<file path="src/hdl/mvm_ram.sv">
module mvm_ram #(
  parameter int WIDTH = 16,
  parameter int DEPTH = 64,
  localparam int AW = (DEPTH > 1) ? $clog2(DEPTH) : 1
) (
  input  logic             clk,
  input  logic             we,
  input  logic [AW-1:0]    waddr,
  input  logic [WIDTH-1:0] wdata,
  input  logic [AW-1:0]    raddr,
  output logic [WIDTH-1:0] rdata
);

  logic [WIDTH-1:0] mem [DEPTH];

  always_ff @(posedge clk) begin
    if (we) begin
      mem[waddr] <= wdata;
    end
    rdata <= mem[raddr];
  end

endmodule

</file>
<file path="config.mk">
export PLATFORM = sky130hd
export DESIGN_NAME = mvm_ram
export DESIGN_NICKNAME = d
export VERILOG_FILES = /design/src/hdl/mvm_ram.sv
export SDC_FILE = /design/constraint.sdc
export NUM_CORES = 1
export LEC_CHECK = 0
export ABC_AREA = 1
export ABC_CLOCK_PERIOD_IN_PS = 5500
export BUFFER_PORTS_ARGS = -buffer_cell sky130_fd_sc_hd__buf_2
export CAP_MARGIN = 20
export CORE_ASPECT_RATIO = 1.2
export CORE_UTILIZATION = 51
export DETAILED_ROUTE_END_ITERATION = 8
export GPL_ROUTABILITY_DRIVEN = 0
export PLACE_DENSITY = 0.72
export RECOVER_POWER = 50
export SYNTH_ARGS = -nofsm -noshare
export SYNTH_HDL_FRONTEND = slang
export SYNTH_SLANG_ARGS = --single-unit
</file>
<file path="constraint.sdc">
create_clock -name clk -period 5.5 [get_ports clk]
set_clock_uncertainty 0.05 [all_clocks]
set_input_delay 0.55 -clock clk [delete_from_list [all_inputs] [get_ports clk]]
set_output_delay 0.55 -clock clk [all_outputs]
set_load 0.02 [all_outputs]
</file>
==> flow_metrics.tcl, run 1 <==
set metrics [dict create \
    critPathLaunch "wdata[6]" \
    post_drt_wl_per_cell_um 23.0 \
    clockPowerShare_pct 39.5 \
    syn_nets 3547 \
    slew_headroom_pct -148 \
    clkSinkCount 1040 \
    start_util_pct 51.4 \
    path_depth 2 \
    hold_viol 0 \
    outcome "complete, but fails checks" \
    drc_errors 0 \
    final_antenna_net_count 0 \
    grt_pass1_vias 25800 \
    io_pins 46 \
    routed_via_density 5.84 \
    crit_path_end "mem[22][6]$_DFFE_PP_" \
    synth_cells 3517 \
    worstPathArrival_ns 3.30 \
    critPathMaxStageDelay_ns 2.60 \
    drt_first_pass_iters 6 \
    pwr-share-comb_pct 6.2 \
    fp.dieW_um 264 \
    gr-total-overflow 0 \
    port_buffers 45 \
    cp_max_fo 64 \
    fin_crit_sh_pct 62.6 \
    finalSetupViolCount 0 \
    crit_slowest_cell "clkbuf_1" \
    fmax_mhz 290 \
    endpoint_kind "register" \
    synth.avg_cell_area_um2 12.0 \
    placementRows 115 \
    crit_required_ns 5.36 \
    total_power_mw 16.3 \
    cts_tree "built" \
    worst_setup_path_start_kind "input pin" \
    holdWs_ns 0.308 \
    grt_pass1_wl_mm 161 \
    setup_tns_ns 0 \
    min_period_ns 3.44 \
    dpl.hpwl_mm 57.4 \
    finish.utilization_pct 56.2 \
    post_cts_resized 0 \
    grt_antenna_before_repair 9 \
    ys_ff_latch 1040 \
    area_delta_synth_final_pct 9.33 \
    switchingPower_mw 3.68 \
    drv_cap 16 \
    postCtsHoldBufs 0 \
    rsz0062_at_grt "no" \
    clockRootBuffer "clkbuf_16" \
    grt_max_degree 226 \
    p_sw_share_pct 22.6 \
    crit_chain "buf_2, clkbuf_1" \
    reg2reg_setup_slack_ns 3.67 \
    clock_latency_ns 0.67 \
    yosysSeqAreaShare_pct 73.8 \
    reg2reg_to "rdata[9]$_DFF_P_" \
    vias 27300 \
    die_height_um 317 \
    yosys_warnings 0 \
    cp.buffers_inverters 2 \
    core_area_um2 81900 \
    worst_pin_slew_ns 3.72 \
    synth_cell_types 16 \
    max-clock-path-buffers 3 \
    internal_power_mw 12.6 \
    drive_gt1_share_pct 7.30 \
    grt_use_total_pct 25.8 \
    power_leakage_nw 16.5 \
    finalMaxSlewViolations 1040 \
    cts_buffers 95 \
    netlist_area_um2 42100 \
    timing.rr.start "mem[3][9]$_DFFE_PP_" \
    dieArea_um2 83700 \
    critPathKind "input pin to register" \
    drt-initial-drc-count 3918 \
    clk_pin_slew_worst_paths_ns 0.06 \
    wirelength_mm 108 \
    crit_family "buffers and inverters" \
    ir_worst_vdd_v 0.000207 \
    power.density_nw_per_um2 353 \
    post_cts_buffers 0 \
    ff2ff_path_depth 8 \
    seqPwrFrac_pct 54.3 \
    cts_max_level 3 \
    final_nets 3566 \
    hold_path.class "input pin to register" \
    violations "capacitance limit, slew limit" \
]
## registers in the layout, summed over array words and instances, names as in the netlist
| signal | count |
|---|---|
| mem | 1024 |
| rdata | 16 |
## synth_stat cells
cell / n / area, µm²
buf_1: 17 / 63.8
nand4_1: 9 / 56.3
inv_1: 9 / 33.8
nand2_1: 1296 / 4860
clkbuf_1: 26 / 97.6
edfxtp_1: 1024 / 30700
inv_2: 2 / 7.51
buf_8: 1 / 15.0
nor2_1: 56 / 210
inv_8: 1 / 11.3
buf_4: 19 / 143
buf_2: 113 / 566
nand3_1: 871 / 4360
dfxtp_1: 16 / 320
nor4_1: 8 / 50.1
buf_6: 49 / 552
## layout make-up
type                            count  area (µm²)
Sequential cell                  1040       31100
Tap cell                         1053        1320
Fill cell                        6489       35800
Timing Repair Buffer              147        1010
Antenna cell                        1        2.50
Inverter                           12        71.3
Clock buffer                      123        2530
Multi-Input combinational cell   2240        9560
Clock inverter                     54         460
## kinds of logic (layout without fill, tap and decap cells)
group | Yosys count | after routing | share of synthesized area, %
buffers and inverters | 237 | 336 | 3.54
flip-flops | 1040 | 1040 | 73.8
other | 0 | 1 | 0
AND/OR/NAND/NOR | 2240 | 2240 | 22.7
## metal layers
metal / wire length (µm) / share of wire [%] / track usage (%)
met5: 72 / 0.067 / 0
met4: 4230 / 3.9 / 10.5
met3: 10100 / 9.4 / 4.07
met2: 52300 / 49 / 42.4
met1: 41000 / 38 / 34.7
## worst min-delay path by stage
| stage | start | to | slack [ns] | cells after the start |
|---|---|---|---|---|
| finish | waddr[0] | mem[54][13]$_DFFE_PP_ | 0.31 | 2 |
| global route | waddr[0] | mem[54][13]$_DFFE_PP_ | 0.31 | 2 |
| CTS | waddr[0] | mem[54][13]$_DFFE_PP_ | 0.27 | 2 |
| detailed placement | mem[36][12]$_DFFE_PP_ | rdata[12]$_DFF_P_ | 0.72 | 8 |
| global placement | mem[40][5]$_DFFE_PP_ | rdata[5]$_DFF_P_ | 0.71 | 8 |
| floorplan | wdata[0] | mem[0][0]$_DFFE_PP_ | 0.60 | 0 |
## power by group through the flow
stage | combinational (mW) | clock (mW) | sequential, mW
after floorplan | 0.587 | 0 | 8.97
after global routing | 1.10 | 6.76 | 8.83
after CTS | 1.01 | 6.46 | 8.80
final | 1.01 | 6.41 | 8.82
after global placement | 0.991 | 0 | 8.97
after detailed placement | 1.01 | 0 | 8.97
## placed cells by master, fill, tap and decap left out, drive strengths merged
master and count:
diode 1, clkinvlp 2, buf 125, nor2 56, bufinv 6, nor4 8, dfxtp 16, clkbuf 145
clkinv 43, edfxtp 1024, inv 15, nand2 1296, nand4 9, nand3 871
## metrics by stage
step	cells	setup WS, ns	cell area, µm²
3_3_place_gp	4492	2.16	43100
3_5_place_dp	4492	2.12	43100
5_1_grt	4669	1.95	46000
2_1_floorplan	3517	2.35	42100
6_report	4670	2.06	46000
4_1_cts	4669	2.78	46100
Note: power is estimated with default switching activity, not from simulation.
==> run 2, diff against run 1 <==
--- a/config.mk
+++ b/config.mk
@@ -6,7 +6,7 @@
 export NUM_CORES = 1
 export LEC_CHECK = 0
 export ABC_AREA = 1
-export ABC_CLOCK_PERIOD_IN_PS = 5500
+export ABC_CLOCK_PERIOD_IN_PS = 3400
 export BUFFER_PORTS_ARGS = -buffer_cell sky130_fd_sc_hd__buf_2
 export CAP_MARGIN = 20
 export CORE_ASPECT_RATIO = 1.2
==> constraint.sdc (replaced) <==
create_clock -name clk -period 3.4 [get_ports clk]
set_clock_uncertainty 0.05 [all_clocks]
set_input_delay 0.34 -clock clk [delete_from_list [all_inputs] [get_ports clk]]
set_output_delay 0.34 -clock clk [all_outputs]
set_load 0.02 [all_outputs]
==> flow_metrics.tcl, run 2 (synthesis results as in run 1) <==
set metrics [dict create \
    worstPathArrival_ns 2.83 \
    io_pins 46 \
    critPathKind "input pin to register" \
    cts_tree "built" \
    crit_family "buffers and inverters" \
    use_met1_pct 34.0 \
    cts_max_level 3 \
    area_delta_synth_final_pct 10.5 \
    cts_buffers 94 \
    met2_usage_pct 41.9 \
    final_common_cell "nand2_1" \
    power.density_nw_per_um2 567 \
    clock_latency_ns 0.68 \
    grt_use_met3_pct 5.25 \
    rsz0062_at_grt "no" \
    hold_path.class "input pin to register" \
    drive_gt1_share_pct 8.22 \
    final_antenna_net_count 0 \
    multi_input_area_um2 9590 \
    largest_register_ffs 1024 \
    slew_headroom_pct -83.9 \
    reg2reg_setup_slack_ns 1.81 \
    post_drt_wl_per_cell_um 22.9 \
    holdWs_ns 0.132 \
    wirelength_mm 108 \
    finalSetupViolCount 0 \
    regArea_um2 31100 \
    cp.buffers_inverters 2 \
    clkSinkCount 1040 \
    clk_pin_slew_worst_paths_ns 0.06 \
    post_cts_buffers 0 \
    crit_required_ns 3.65 \
    worst_setup_path_start_kind "input pin" \
    drt_first_pass_iters 6 \
    drc_errors 0 \
    final_cell_mix "1296 x nand2_1, 1024 x edfxtp_1, 871 x nand3_1" \
    max-clock-path-buffers 3 \
    placementRows 115 \
    finalMaxSlewViolations 616 \
    ir_worst_vdd_v 0.000351 \
    crit_chain "clkbuf_1, clkbuf_1" \
    hold_viol 0 \
    port_buffers 45 \
    power_leakage_nw 16.8 \
    ff2ff_path_depth 8 \
    crit_slowest_cell "clkbuf_1" \
    grt_pass1_wl_mm 161 \
    fin_crit_sh_pct 75.6 \
    drv_cap 14 \
    critPathMaxStageDelay_ns 1.55 \
    dieArea_um2 83700 \
    top_regs "mem: 1024 flops, rdata: 16 flops" \
    routed_via_density 5.87 \
    critPathLaunch "wdata[5]" \
    die_height_um 317 \
    crit_path_frequent_cell "clkbuf_1" \
    cp_max_fo 41 \
    grt_max_degree 158 \
    dpl.hpwl_mm 60.9 \
    gr-total-overflow 0 \
    fp.dieW_um 264 \
    worst_pin_slew_ns 2.76 \
    drt-initial-drc-count 3287 \
    fmax_mhz 389 \
    clockRootBuffer "clkbuf_16" \
    final_nets 3602 \
    grt_use_total_pct 25.8 \
    min_path_cells 3 \
    postCtsHoldBufs 0 \
    reg2reg_to "rdata[1]$_DFF_P_" \
    grt_antenna_before_repair 7 \
    violations "capacitance limit, slew limit" \
    grt_pass1_vias 26200 \
    fillers 6341 \
    post_cts_resized 0 \
    hp-start "raddr[5]" \
    endpoint_kind "register" \
    core_area_um2 81900 \
    vias 27600 \
    grt_busiest_layer "met2" \
    setup_tns_ns 0 \
    finish.utilization_pct 56.8 \
    regMostFlops "mem" \
    start_util_pct 51.4 \
    path_depth 2 \
    min_period_ns 2.57 \
    timing.rr.start "mem[19][1]$_DFFE_PP_" \
    outcome "complete, but fails checks" \
    crit_path_end "mem[55][5]$_DFFE_PP_" \
]
## run 2: cell count changes in the layout (fill, tap and decap cells not counted), moves of 5 or more
cell    previous run  this run
buf_12             6        20
nor4_1             5         0
buf_2             40        26
buf_4             77       105
nor4_2             3         8
## run 2: final cells by class
| type | instances | area share [%] |
|---|---|---|
| Antenna cell | 4 | 0.0215 |
| Clock buffer | 120 | 5.44 |
| Clock inverter | 53 | 1.02 |
| Inverter | 12 | 0.153 |
| Multi-Input combinational cell | 2240 | 20.6 |
| Sequential cell | 1040 | 66.8 |
| Tap cell | 1053 | 2.83 |
| Timing Repair Buffer | 184 | 3.16 |
## run 2: per-layer routing
metal | wire length, µm | vias to the layer above
met2 | 51400 | 1419
met3 | 10800 | 235
met4 | 4420 | 6
met5 | 37 | -
met1 | 41300 | 13500
li1 | - | 12500
## run 2: how the worst min path moves through the flow
| stage | to | slack (ns) |
|---|---|---|
| 6_report | rdata[1]$_DFF_P_ | 0.13 |
| 3_3_place_gp | rdata[13] | 0.73 |
| 4_1_cts | rdata[13]$_DFF_P_ | 0.08 |
| 3_5_place_dp | rdata[15] | 0.73 |
| 2_1_floorplan | mem[0][0]$_DFFE_PP_ | 0.39 |
| 5_1_grt | rdata[13]$_DFF_P_ | 0.11 |
## run 2: metrics by stage
step           power (mW)  instances  worst slack, ns  instance area, µm²
3_3_place_gp         16.1       4527            0.904               43600
4_1_cts              26.4       4700             1.59               46600
6_report             26.4       4706            0.828               46500
2_1_floorplan        15.5       3517            0.456               42100
5_1_grt              27.1       4705            0.719               46500
3_5_place_dp         16.2       4527            0.903               43600
## run 2: report_power, final
part	internal [mW]	total [mW]	switching [mW]	leakage [nW]
combinational	0.415	1.69	1.28	5.93
sequential	14.2	14.2	0.0468	9.35
clock	5.87	10.4	4.57	1.48
total	20.5	26.4	5.90	16.8
