`src/hdl/mvm_pkg.sv`:
```
package mvm_pkg;

  localparam int MAX_ROWS = 64;
  localparam int MAX_COLS = 64;

  localparam int OPCODE_W  = 2;
  localparam int SEL_W     = 6;
  localparam int VALUE_W   = 16;
  localparam int ROW_IDX_W = 6;
  localparam int PROD_W    = 2 * VALUE_W;
  localparam int SUM_W     = 40;
  localparam int CFG_W     = 7;
  localparam int CFG_IDX_W = 1;

  localparam int ROW_CW = $clog2(MAX_ROWS + 1);
  localparam int COL_CW = $clog2(MAX_COLS + 1);
  localparam int WDEPTH = MAX_ROWS * MAX_COLS;
  localparam int WA_W   = (WDEPTH > 1) ? $clog2(WDEPTH) : 1;
  localparam int VA_W   = (MAX_COLS > 1) ? $clog2(MAX_COLS) : 1;

  typedef enum logic [OPCODE_W-1:0] {
    OP_LOAD_WEIGHT = 2'd0,
    OP_LOAD_ELEM   = 2'd1,
    OP_RUN         = 2'd2
  } opcode_t;

  localparam logic [CFG_IDX_W-1:0] REG_ROWS_IN_USE = 1'b0;
  localparam logic [CFG_IDX_W-1:0] REG_COLS_IN_USE = 1'b1;

  // control riding alongside one product slot
  typedef struct packed {
    logic                 valid;
    logic                 first;
    logic                 last_col;
    logic                 zero;
    logic                 last_row;
    logic [ROW_IDX_W-1:0] row;
  } mac_ctl_t;

endpackage

```
`src/hdl/mvm_mac.sv`:
```
module mvm_mac (
  input  logic                                   clk,
  input  logic                                   rst_n,
  input  mvm_pkg::mac_ctl_t                      ctl_in,
  input  logic signed [mvm_pkg::VALUE_W-1:0]     weight,
  input  logic signed [mvm_pkg::VALUE_W-1:0]     elem,
  output logic                                   busy,
  output logic                                   out_valid,
  input  logic                                   out_stall,
  output logic [mvm_pkg::ROW_IDX_W-1:0]          out_row_index,
  output logic signed [mvm_pkg::SUM_W-1:0]       out_dot_sum,
  output logic                                   out_last
);
  import mvm_pkg::*;

  mac_ctl_t                   ctl2_r;
  logic signed [PROD_W-1:0]   prod_r;
  logic signed [SUM_W-1:0]    acc_r;
  logic signed [SUM_W-1:0]    acc_nxt;
  logic                       out_valid_r;
  logic [ROW_IDX_W-1:0]       out_row_r;
  logic signed [SUM_W-1:0]    out_sum_r;
  logic                       out_last_r;

  assign acc_nxt = (ctl2_r.first ? '0 : acc_r) +
                   {{(SUM_W - PROD_W){prod_r[PROD_W-1]}}, prod_r};

  always_ff @(posedge clk) begin
    if (!rst_n) begin
      ctl2_r.valid <= 1'b0;
      out_valid_r  <= 1'b0;
    end else begin
      ctl2_r.valid <= ctl_in.valid;
      if (ctl2_r.valid && ctl2_r.last_col) begin
        out_valid_r <= 1'b1;
      end else if (out_valid_r && !out_stall) begin
        out_valid_r <= 1'b0;
      end
    end
    ctl2_r.first    <= ctl_in.first;
    ctl2_r.last_col <= ctl_in.last_col;
    ctl2_r.zero     <= ctl_in.zero;
    ctl2_r.last_row <= ctl_in.last_row;
    ctl2_r.row      <= ctl_in.row;
    prod_r          <= ctl_in.zero ? '0 : PROD_W'(weight * elem);
    if (ctl2_r.valid) begin
      acc_r <= acc_nxt;
      if (ctl2_r.last_col) begin
        out_row_r  <= ctl2_r.row;
        out_sum_r  <= acc_nxt;
        out_last_r <= ctl2_r.last_row;
      end
    end
  end

  assign busy          = ctl2_r.valid || out_valid_r;
  assign out_valid     = out_valid_r;
  assign out_row_index = out_row_r;
  assign out_dot_sum   = out_sum_r;
  assign out_last      = out_last_r;

endmodule

```
`config.mk`:
```
export PLATFORM = sky130hd
export DESIGN_NAME = mvm_mac
export DESIGN_NICKNAME = d
export VERILOG_FILES = /design/src/hdl/mvm_pkg.sv /design/src/hdl/mvm_mac.sv
export SDC_FILE = /design/constraint.sdc
export NUM_CORES = 1
export LEC_CHECK = 0
export BUFFER_PORTS_ARGS = -buffer_cell sky130_fd_sc_hd__buf_2
export CELL_PAD_IN_SITES_DETAIL_PLACEMENT = 1
export CELL_PAD_IN_SITES_GLOBAL_PLACEMENT = 1
export CORE_AREA = 4 4 242 244
export DETAILED_ROUTE_END_ITERATION = 6
export DIE_AREA = 0 0 246 248
export GPL_TIMING_DRIVEN = 0
export PLACE_DENSITY_LB_ADDON = 0.1
export SYNTH_ARGS = -nofsm -noshare
export SYNTH_HDL_FRONTEND = slang
export SYNTH_SLANG_ARGS = --single-unit
```
`constraint.sdc`:
```
create_clock -name clk -period 5.65 [get_ports clk]
set_input_delay 0 -clock clk [delete_from_list [all_inputs] [get_ports clk]]
set_output_delay 0 -clock clk [all_outputs]
set_load 0.02 [all_outputs]
```
==> results_dict.tcl, run 1 <==
set metrics [dict create \
    end_kind "flip-flop" \
    htree_num_levels 4 \
    setup_viol 0 \
    area_delta_synth_final_pct 20.9 \
    syn_area_um2 15700 \
    status "complete, no violations" \
    gp_congestion 0.806 \
    wl_per_cell_um 18.0 \
    critPathMaxFanout 6 \
    fin_crit_ns 5.48 \
    reg2reg_to "acc_r[38]" \
    drv_slew 0 \
    yosysTopAreaCell "fa_1" \
    crit_type "input pin to flip-flop" \
    ys_ff_latch 130 \
    dr.first_iter.drc_count 373 \
    drc 0 \
    hold_path_end "prod_r[0]" \
    synthArstFlopShare_pct 0 \
    numCtsBuffers 17 \
    place_area_um2 17200 \
    antenna_found_initial 0 \
    ys_seq_area_share_pct 22.1 \
    root_buffer "clkbuf_16" \
    hold_ws_ns 0.0442 \
    reg2regPathDepth 15 \
    post_drt_via_cell_ratio 4.41 \
    clock-sinks 130 \
    grt_overflow 0 \
    grt_max_degree 32 \
    io_pins 95 \
    synth-edff-count 87 \
    grt_pass1_wl_um 71900 \
    routed-via-count 11000 \
    routed_wl_um 45000 \
    die_h_um 248 \
    fmax_mhz 182 \
    cp.required_ns 5.93 \
    clk_latency_ns 0.42 \
    synth_top_flop_cell "edfxtp_1" \
    row_count 87 \
    grt_usage_pct 15.2 \
    placeableCoreArea_um2 56300 \
    synth.most_common_cell "inv_1" \
    io_buffer_count 94 \
    drv_cap 0 \
    yosysTopAreaCellShare_pct 33.5 \
    ys_warn_count 0 \
    clk_pin_slew_ns 0.06 \
    cts_tree "yes" \
    slew_headroom_pct 54.1 \
    rsz0062_at_grt "true" \
    nNetsFinal 2164 \
    ys_top_cells_by_count "296 x inv_1, 263 x fa_1, 147 x nand2_1" \
    finalWorstSetupSlack_ns 0.170 \
    firstDrtPassIters 4 \
    grt_pass1_vias 12500 \
    detail-route-antenna-nets 0 \
    hold_violations 0 \
    final_layout_size_suffix_gt1_share_pct 16.1 \
    dieArea_um2 61000 \
    dp_slack_ns -1.22 \
    tightestPinTransition_ns 0.688 \
    post-route-period-util_pct 97.0 \
    clock-skew-final_ns 0.00725 \
    r2r_start "ctl2_r[9]" \
    syn_inst 1575 \
    final_util_pct 33.8 \
    reg2reg_setup_slack_ns 1.11 \
    arrival_ns 5.76 \
    antenna_cells 0 \
    synth_area_leaders "fa_1 33%, edfxtp_1 17%, ha_1 9.6%" \
    design_area_um2 19000 \
    holdCritStartpoint "weight[0]" \
    start_util_pct 27.9 \
    die_w_um 246 \
    hpwl_um 37400 \
    clockBufferDepth 2 \
    hold-path-cell-count 3 \
    yosysUniqueCellTypes 54 \
    hold_class "input pin to flip-flop" \
    synth_nets 2005 \
    start_kind "input pin" \
    postSynthAreaPerCell_um2 9.98 \
]
## cell type report
type	count	area, µm²
Multi-Input combinational cell	1097	11300
Sequential cell	130	3470
Clock inverter	15	159
Tap cell	756	946
Buffer	42	514
Clock buffer	17	425
Inverter	296	1110
Fill cell	6410	37300
Timing Repair Buffer	150	1110
## placed cells by master (no fill, tap or decap), types with 6 or more instances in the layout
master / synthesis / routed
o21ai_0: 35 / 32
inv_2: 0 / 13
buf_8: 0 / 9
inv_1: 296 / 283
clkbuf_16: 0 / 27
nand3_1: 16 / 15
ha_4: 0 / 10
o21bai_1: 7 / 7
nor2_1: 71 / 67
o21a_1: 13 / 13
a21oi_1: 55 / 50
and3_1: 6 / 6
xor2_1: 21 / 21
and2_1: 128 / 117
dlygate4sd3_1: 0 / 14
clkbuf_1: 50 / 14
ha_1: 121 / 105
fa_1: 263 / 251
a21o_1: 33 / 33
nor2b_1: 47 / 47
dfxtp_1: 43 / 42
buf_6: 0 / 10
nand2b_1: 7 / 7
buf_4: 2 / 45
fa_2: 0 / 12
a211oi_1: 9 / 9
ha_2: 0 / 6
buf_2: 0 / 71
clkbuf_4: 0 / 9
xnor2_1: 47 / 46
nor3_1: 13 / 13
nand2_1: 147 / 146
o211ai_1: 6 / 6
and2_4: 0 / 10
edfxtp_1: 87 / 87
## per-layer routing
layer,track usage (%),up-vias,part of all wire (%)
met5,0,-,0
met4,3.05,0,0.91
met3,0.940,25,2.3
met2,25.3,123,46
met1,22.0,5631,51
li1,-,5255,-
## worst max path at each step
stage | start | end | slack (ns) | cells past startpoint
after floorplan | weight[15] | prod_r[31] | 0.23 | 20
after global placement | weight[7] | prod_r[31] | -1.17 | 23
after detailed placement | weight[7] | prod_r[30] | -1.22 | 23
after CTS | elem[6] | prod_r[31] | -0.01 | 20
after global routing | elem[5] | prod_r[31] | -0.04 | 23
final | elem[5] | prod_r[31] | 0.17 | 23
## state kept, by name (all words and copies together), names as in the netlist
| name | flops |
|---|---|
| out_valid | 1 |
| prod_r | 32 |
| out_last | 1 |
| acc_r | 40 |
| ctl2_r | 10 |
| out_row_index | 6 |
| out_dot_sum | 40 |
## critical path: stages
cell	delay, ns
buf_12	0.11
buf_8	0.12
buf_6	0.11
and2_4	0.13
fa_2	0.45
fa_1	0.60
ha_2	0.18
inv_2	0.04
fa_1	0.51
inv_2	0.04
fa_1	0.51
inv_2	0.04
fa_1	0.50
inv_1	0.04
ha_2	0.17
a2111o_1	0.46
a2bb2oi_4	0.16
a2111o_1	0.50
a211oi_4	0.39
o31ai_4	0.14
o41ai_4	0.27
xnor2_2	0.20
nor2_2	0.07
## per-stage QoR
step / setup TNS (ns) / std cells
3_5_place_dp: -11.62 / 2427
3_3_place_gp: -11.20 / 2425
4_1_cts: -0.0110 / 2488
6_report: 0 / 2503
5_1_grt: -0.0411 / 2503
2_1_floorplan: 0 / 1575
## what timing repair did
| item | CTS | global route |
|---|---|---|
| buffers inserted | 19 | 19 |
| pin swaps | 28 | 41 |
| cloned | 2 | 0 |
| gates resized for setup | 162 | 69 |
| hold buffers | 14 | 0 |
| endpoints found under the setup margin | 12 | 6 |
| endpoints found under the hold margin | 13 | 0 |
## logic make-up (layout without fill, tap and decap cells)
group | count (synthesis) | in the layout | synth area share (%)
and+or+nand+nor | 453 | 453 | 14.4
adders and majority gates | 384 | 384 | 43.1
buffers and inverters | 348 | 520 | 8.35
AOI/OAI and AO/OA | 192 | 192 | 8.25
DFF | 130 | 130 | 22.1
xor gates and xnor gates | 68 | 68 | 3.79
Power of run 1 is not shown: default switching activity piles up to over one toggle a cycle in this logic, so the estimate is an artifact.
==> run 2: changes to the inputs <==
- PLACE_DENSITY: not set -> 0.58
- PLACE_DENSITY_LB_ADDON: 0.1 -> not set
==> run 2 against run 1 <==
Clock-buffer cell count rose by 7. Final cell count is 0.40% lower. Hold slack better by 0.0010 ns.
==> results_dict.tcl, run 2 (synthesis results as in run 1) <==
set metrics [dict create \
    wl_per_cell_um 17.2 \
    clock-sinks 130 \
    io_buffer_count 94 \
    mostFrequentLayoutCells "293 x inv_1, 251 x fa_1, 146 x nand2_1" \
    reg2reg_to "out_dot_sum[38]" \
    hpwl_um 36100 \
    grt_overflow 0 \
    dr.first_iter.drc_count 523 \
    grt_max_degree 30 \
    slew_headroom_pct 59.6 \
    gp_congestion 0.850 \
    cp.required_ns 5.94 \
    clk_pin_slew_ns 0.06 \
    drv_cap 0 \
    end_kind "flip-flop" \
    root_buffer "clkbuf_16" \
    clk_latency_ns 0.43 \
    clock-skew-final_ns 0.0131 \
    arrival_ns 5.86 \
    crit_type "input pin to flip-flop" \
    start_kind "input pin" \
    fillerInstances 6421 \
    tightestPinTransition_ns 0.605 \
    final_common_cell "inv_1" \
    stdcell_count 2493 \
    start_util_pct 27.9 \
    rsz0062_at_grt "true" \
    htree_num_levels 4 \
    hold_ws_ns 0.0453 \
    dp_slack_ns -1.15 \
    reg2reg_setup_slack_ns 1.19 \
    status "complete, no violations" \
    seqCellArea_um2 3470 \
    grt_pass1_wl_um 69100 \
    numCtsBuffers 17 \
    row_count 87 \
    hold-path-cell-count 3 \
    nNetsFinal 2154 \
    fmax_mhz 180 \
    finalWorstSetupSlack_ns 0.0791 \
    grt_pass1_vias 12400 \
    placeableCoreArea_um2 56300 \
    die_h_um 248 \
    cts_tree "yes" \
    fin_crit_ns 5.57 \
    die_w_um 246 \
    critPathMaxFanout 7 \
    hold_class "input pin to flip-flop" \
    drc 0 \
    io_pins 95 \
    crit_end "prod_r[31]" \
    setup_viol 0 \
    routed_wl_um 43000 \
    antenna_cells 0 \
    multi_input_comb_area_um2 11200 \
    r2r_start "ctl2_r[9]" \
    antenna_found_initial 0 \
    dieArea_um2 61000 \
    routed-via-count 11100 \
    area_delta_synth_final_pct 18.7 \
    hold_violations 0 \
    startpoint "elem[3]" \
    post-route-period-util_pct 98.6 \
    reg2regPathDepth 15 \
    grt_usage_pct 14.4 \
    final_layout_size_suffix_gt1_share_pct 14.0 \
    detail-route-antenna-nets 0 \
    dp.cells 2427 \
    post_drt_via_cell_ratio 4.46 \
    firstDrtPassIters 4 \
    drv_slew 0 \
    clockBufferDepth 2 \
]
[run 2: cell count changes in the layout (fill, tap and decap cells not counted), sizes merged]
cell	delta
clkbuf	-2
clkinvlp	-2
buf	-1
bufinv	-1
inv	-4
[run 2: how the worst min path moves through the flow]
stage | startpoint | endpoint | slack, ns
after CTS | weight[0] | prod_r[0] | 0.02
after global routing | weight[0] | prod_r[0] | 0.06
final | weight[0] | prod_r[0] | 0.05
after floorplan | ctl_in[0] | ctl2_r[0] | 0.03
after detailed placement | ctl_in[0] | ctl2_r[0] | 0.10
after global placement | ctl_in[8] | ctl2_r[8] | 0.11
[run 2: layout make-up]
class | count | share of cell area (%)
buffer | 43 | 2.20
clock buffer | 24 | 2.76
clock inverter | 8 | 0.402
inverter | 296 | 5.95
multi-input combinational | 1097 | 59.8
sequential | 130 | 18.6
tap | 756 | 5.07
timing repair buffer | 139 | 5.17
[run 2: worst max-delay path, cell delays in order]
cell and delay (ns):
buf_4 0.16, buf_8 0.13, nand2_1 0.08, fa_1 0.59, fa_2 0.43, inv_1 0.06
ha_1 0.15, inv_1 0.06, fa_1 0.54, inv_1 0.05, fa_1 0.47, fa_1 0.64
ha_4 0.23, a2111o_1 0.46, a2bb2oi_4 0.17, a2111o_1 0.49, a211oi_4 0.38, o31ai_4 0.10
o41ai_2 0.33, xnor2_1 0.23, nor2_1 0.10
[run 2: metrics by stage]
step,util (%),setup TNS (ns),area [µm²]
CTS,32.1,0,18100
finish,33.2,0,18700
global route,33.2,-0.101,18700
global placement,30.5,-9.48,17100
detailed placement,30.5,-10.75,17200
floorplan,-,0,15700
[run 2: what timing repair did]
| item | 4_1_cts | 5_1_grt |
|---|---|---|
| cloned | 0 | 1 |
| hold buffers | 14 | 0 |
| setup buffers | 2 | 26 |
| hold endpoints to repair | 13 | 0 |
| resized for setup | 64 | 138 |
| pin swaps | 5 | 30 |
| endpoints found under the setup margin | 12 | 10 |
[run 2: layer usage]
layer	part of all wire, %	GRT usage, %	vias to the layer above
met5	0	0	-
met4	1.3	3.24	0
met3	3.1	1.38	32
met2	47	24.3	173
met1	48	20.1	5680
li1	-	-	5236
Power of run 2 is left out for the same reason.
==> run 3: changes to the inputs <==
- CORE_AREA: 4 4 242 244 -> 4 4 192 194
- DIE_AREA: 0 0 246 248 -> 0 0 196 198
- PLACE_DENSITY: 0.58 -> 0.83
- SLEW_MARGIN: not set -> 20
==> run 3 against run 2 <==
The run now ends with setup timing left. Setup slack worse by 0.089 ns. Final cell count is 12% lower. Hold slack better by 0.16 ns. Die area is 36% lower. Fmax is 1.6% lower.
==> results_dict.tcl, run 3 (synthesis results as in run 1) <==
set metrics [dict create \
    status "finished, violations left" \
    violations "setup timing" \
    antenna_found_initial 0 \
    tightestPinTransition_ns 0.653 \
    fin_crit_ns 5.66 \
    clk_pin_slew_ns 0.06 \
    hold_class "input pin to flip-flop" \
    hold-path-cell-count 2 \
    seqCellArea_um2 3470 \
    dr.first_iter.drc_count 616 \
    drc 0 \
    final_common_cell "inv_1" \
    crit_chain "buf_4 -> clkbuf_16 -> nand2_1 -> fa_1 -> inv_1 -> fa_1 -> inv_1 -> fa_1 -> inv_1 -> fa_1 -> fa_1 -> inv_1 -> fa_1 -> inv_1 -> ha_4 -> o21ai_2 -> a21oi_1 -> a2111o_1 -> a211oi_4 -> o31ai_4 -> o41ai_4 -> xnor2_2 -> nor2_2" \
    fillerInstances 3925 \
    arrival_ns 5.96 \
    slowest_stage "fa_1" \
    cpMostUsedCell "fa_1" \
    routed_wl_um 45900 \
    placeableCoreArea_um2 35200 \
    cp.required_ns 5.95 \
    r2r_start "ctl2_r[9]" \
    root_buffer "clkbuf_16" \
    grt_overflow 0 \
    antenna_cells 0 \
    wl_met3_um 2700 \
    die_h_um 198 \
    highest_layer "met4" \
    hpwl_um 35100 \
    dieArea_um2 38800 \
    multi_input_comb_area_um2 11200 \
    start_kind "input pin" \
    dp_slack_ns -1.17 \
    clock-skew-final_ns 0.0102 \
    grt_pass1_vias 13600 \
    reg2regPathDepth 15 \
    numCtsBuffers 17 \
    clk_latency_ns 0.43 \
    row_count 69 \
    area_delta_synth_final_pct 15.8 \
    critPathMaxFanout 10 \
    wl_per_cell_um 21.0 \
    clockBufferDepth 2 \
    critPathMaxStageDelay_ns 0.57 \
    fmax_mhz 177 \
    wirelength_met1_um 17600 \
    htree_num_levels 4 \
    setup_viol 1 \
    firstDrtPassIters 7 \
    drv_cap 0 \
    die_w_um 196 \
    wl_met2_um 23700 \
    start_util_pct 44.6 \
    routed-via-count 11800 \
    mostFrequentLayoutCells "292 x inv_1, 258 x fa_1, 147 x nand2_1" \
    grt_max_degree 33 \
    clock-sinks 130 \
    final_layout_size_suffix_gt1_share_pct 13.1 \
    cts_tree "yes" \
    post-route-period-util_pct 100 \
    gp_congestion 0.896 \
    slew_headroom_pct 56.5 \
    nNetsFinal 2141 \
    post_drt_via_cell_ratio 5.42 \
    io_pins 95 \
    drv_slew 0 \
    detail-route-antenna-nets 0 \
    finalWorstSetupSlack_ns -0.00973 \
    end_kind "flip-flop" \
    holdCritStartpoint "ctl_in[5]" \
    final_util_pct 51.7 \
    grt_usage_pct 23.9 \
    io_buffer_count 94 \
    startpoint "weight[7]" \
    crit_type "input pin to flip-flop" \
    hold_violations 0 \
    grt_pass1_wl_um 72400 \
]
[run 3: final cells by class]
class	instances	area share, %
Buffer	40	2.34
Sequential cell	130	19.1
Timing Repair Buffer	129	4.66
Inverter	296	6.10
Clock buffer	23	2.69
Tap cell	461	3.17
Multi-Input combinational cell	1097	61.4
Clock inverter	9	0.563
[run 3: routing by layer]
layer  track usage (%)  up-vias
li1                  -     5212
met1              27.8     6069
met5                 0        -
met4              9.49        0
met2              43.8      416
met3              4.22      142
[run 3: per-stage QoR]
stage / instances / setup TNS, ns / hold slack, ns / cell area [µm²]
after floorplan: 1575 / 0 / 0.0277 / 15700
after global placement: 2130 / -7.69 / 0.104 / 16800
after detailed placement: 2132 / -10.33 / 0.104 / 16800
after CTS: 2179 / 0 / 0.182 / 18100
after global routing: 2185 / -0.468 / 0.201 / 18200
final: 2185 / -0.00973 / 0.207 / 18200
[run 3: path summary, 6_finish.rpt]
| check | to | slack [ns] |
|---|---|---|
| max | prod_r[31] | -0.01 |
| min | ctl2_r[5] | 0.21 |
| max reg2reg | out_dot_sum[38] | 1.13 |
| min reg2reg | out_row_index[3] | 0.40 |
[run 3: what timing repair did]
action,in CTS,in global routing
pin swaps,16,23
cloned,0,0
endpoints found under the hold margin,13,0
hold buffers,14,0
gates resized for setup,115,43
setup buffers,8,12
endpoints found under the setup margin,12,6
[run 3: worst max-delay path: cells and delay by family]
family,cells,cell delay [ns]
xor gates and xnor gates,1,0.22
buffers and inverters,7,0.72
AOI/OAI and AO/OA,6,1.47
adders and majority gates,7,3.34
and+or+nand+nor,2,0.15
Power of run 3 is left out for the same reason.
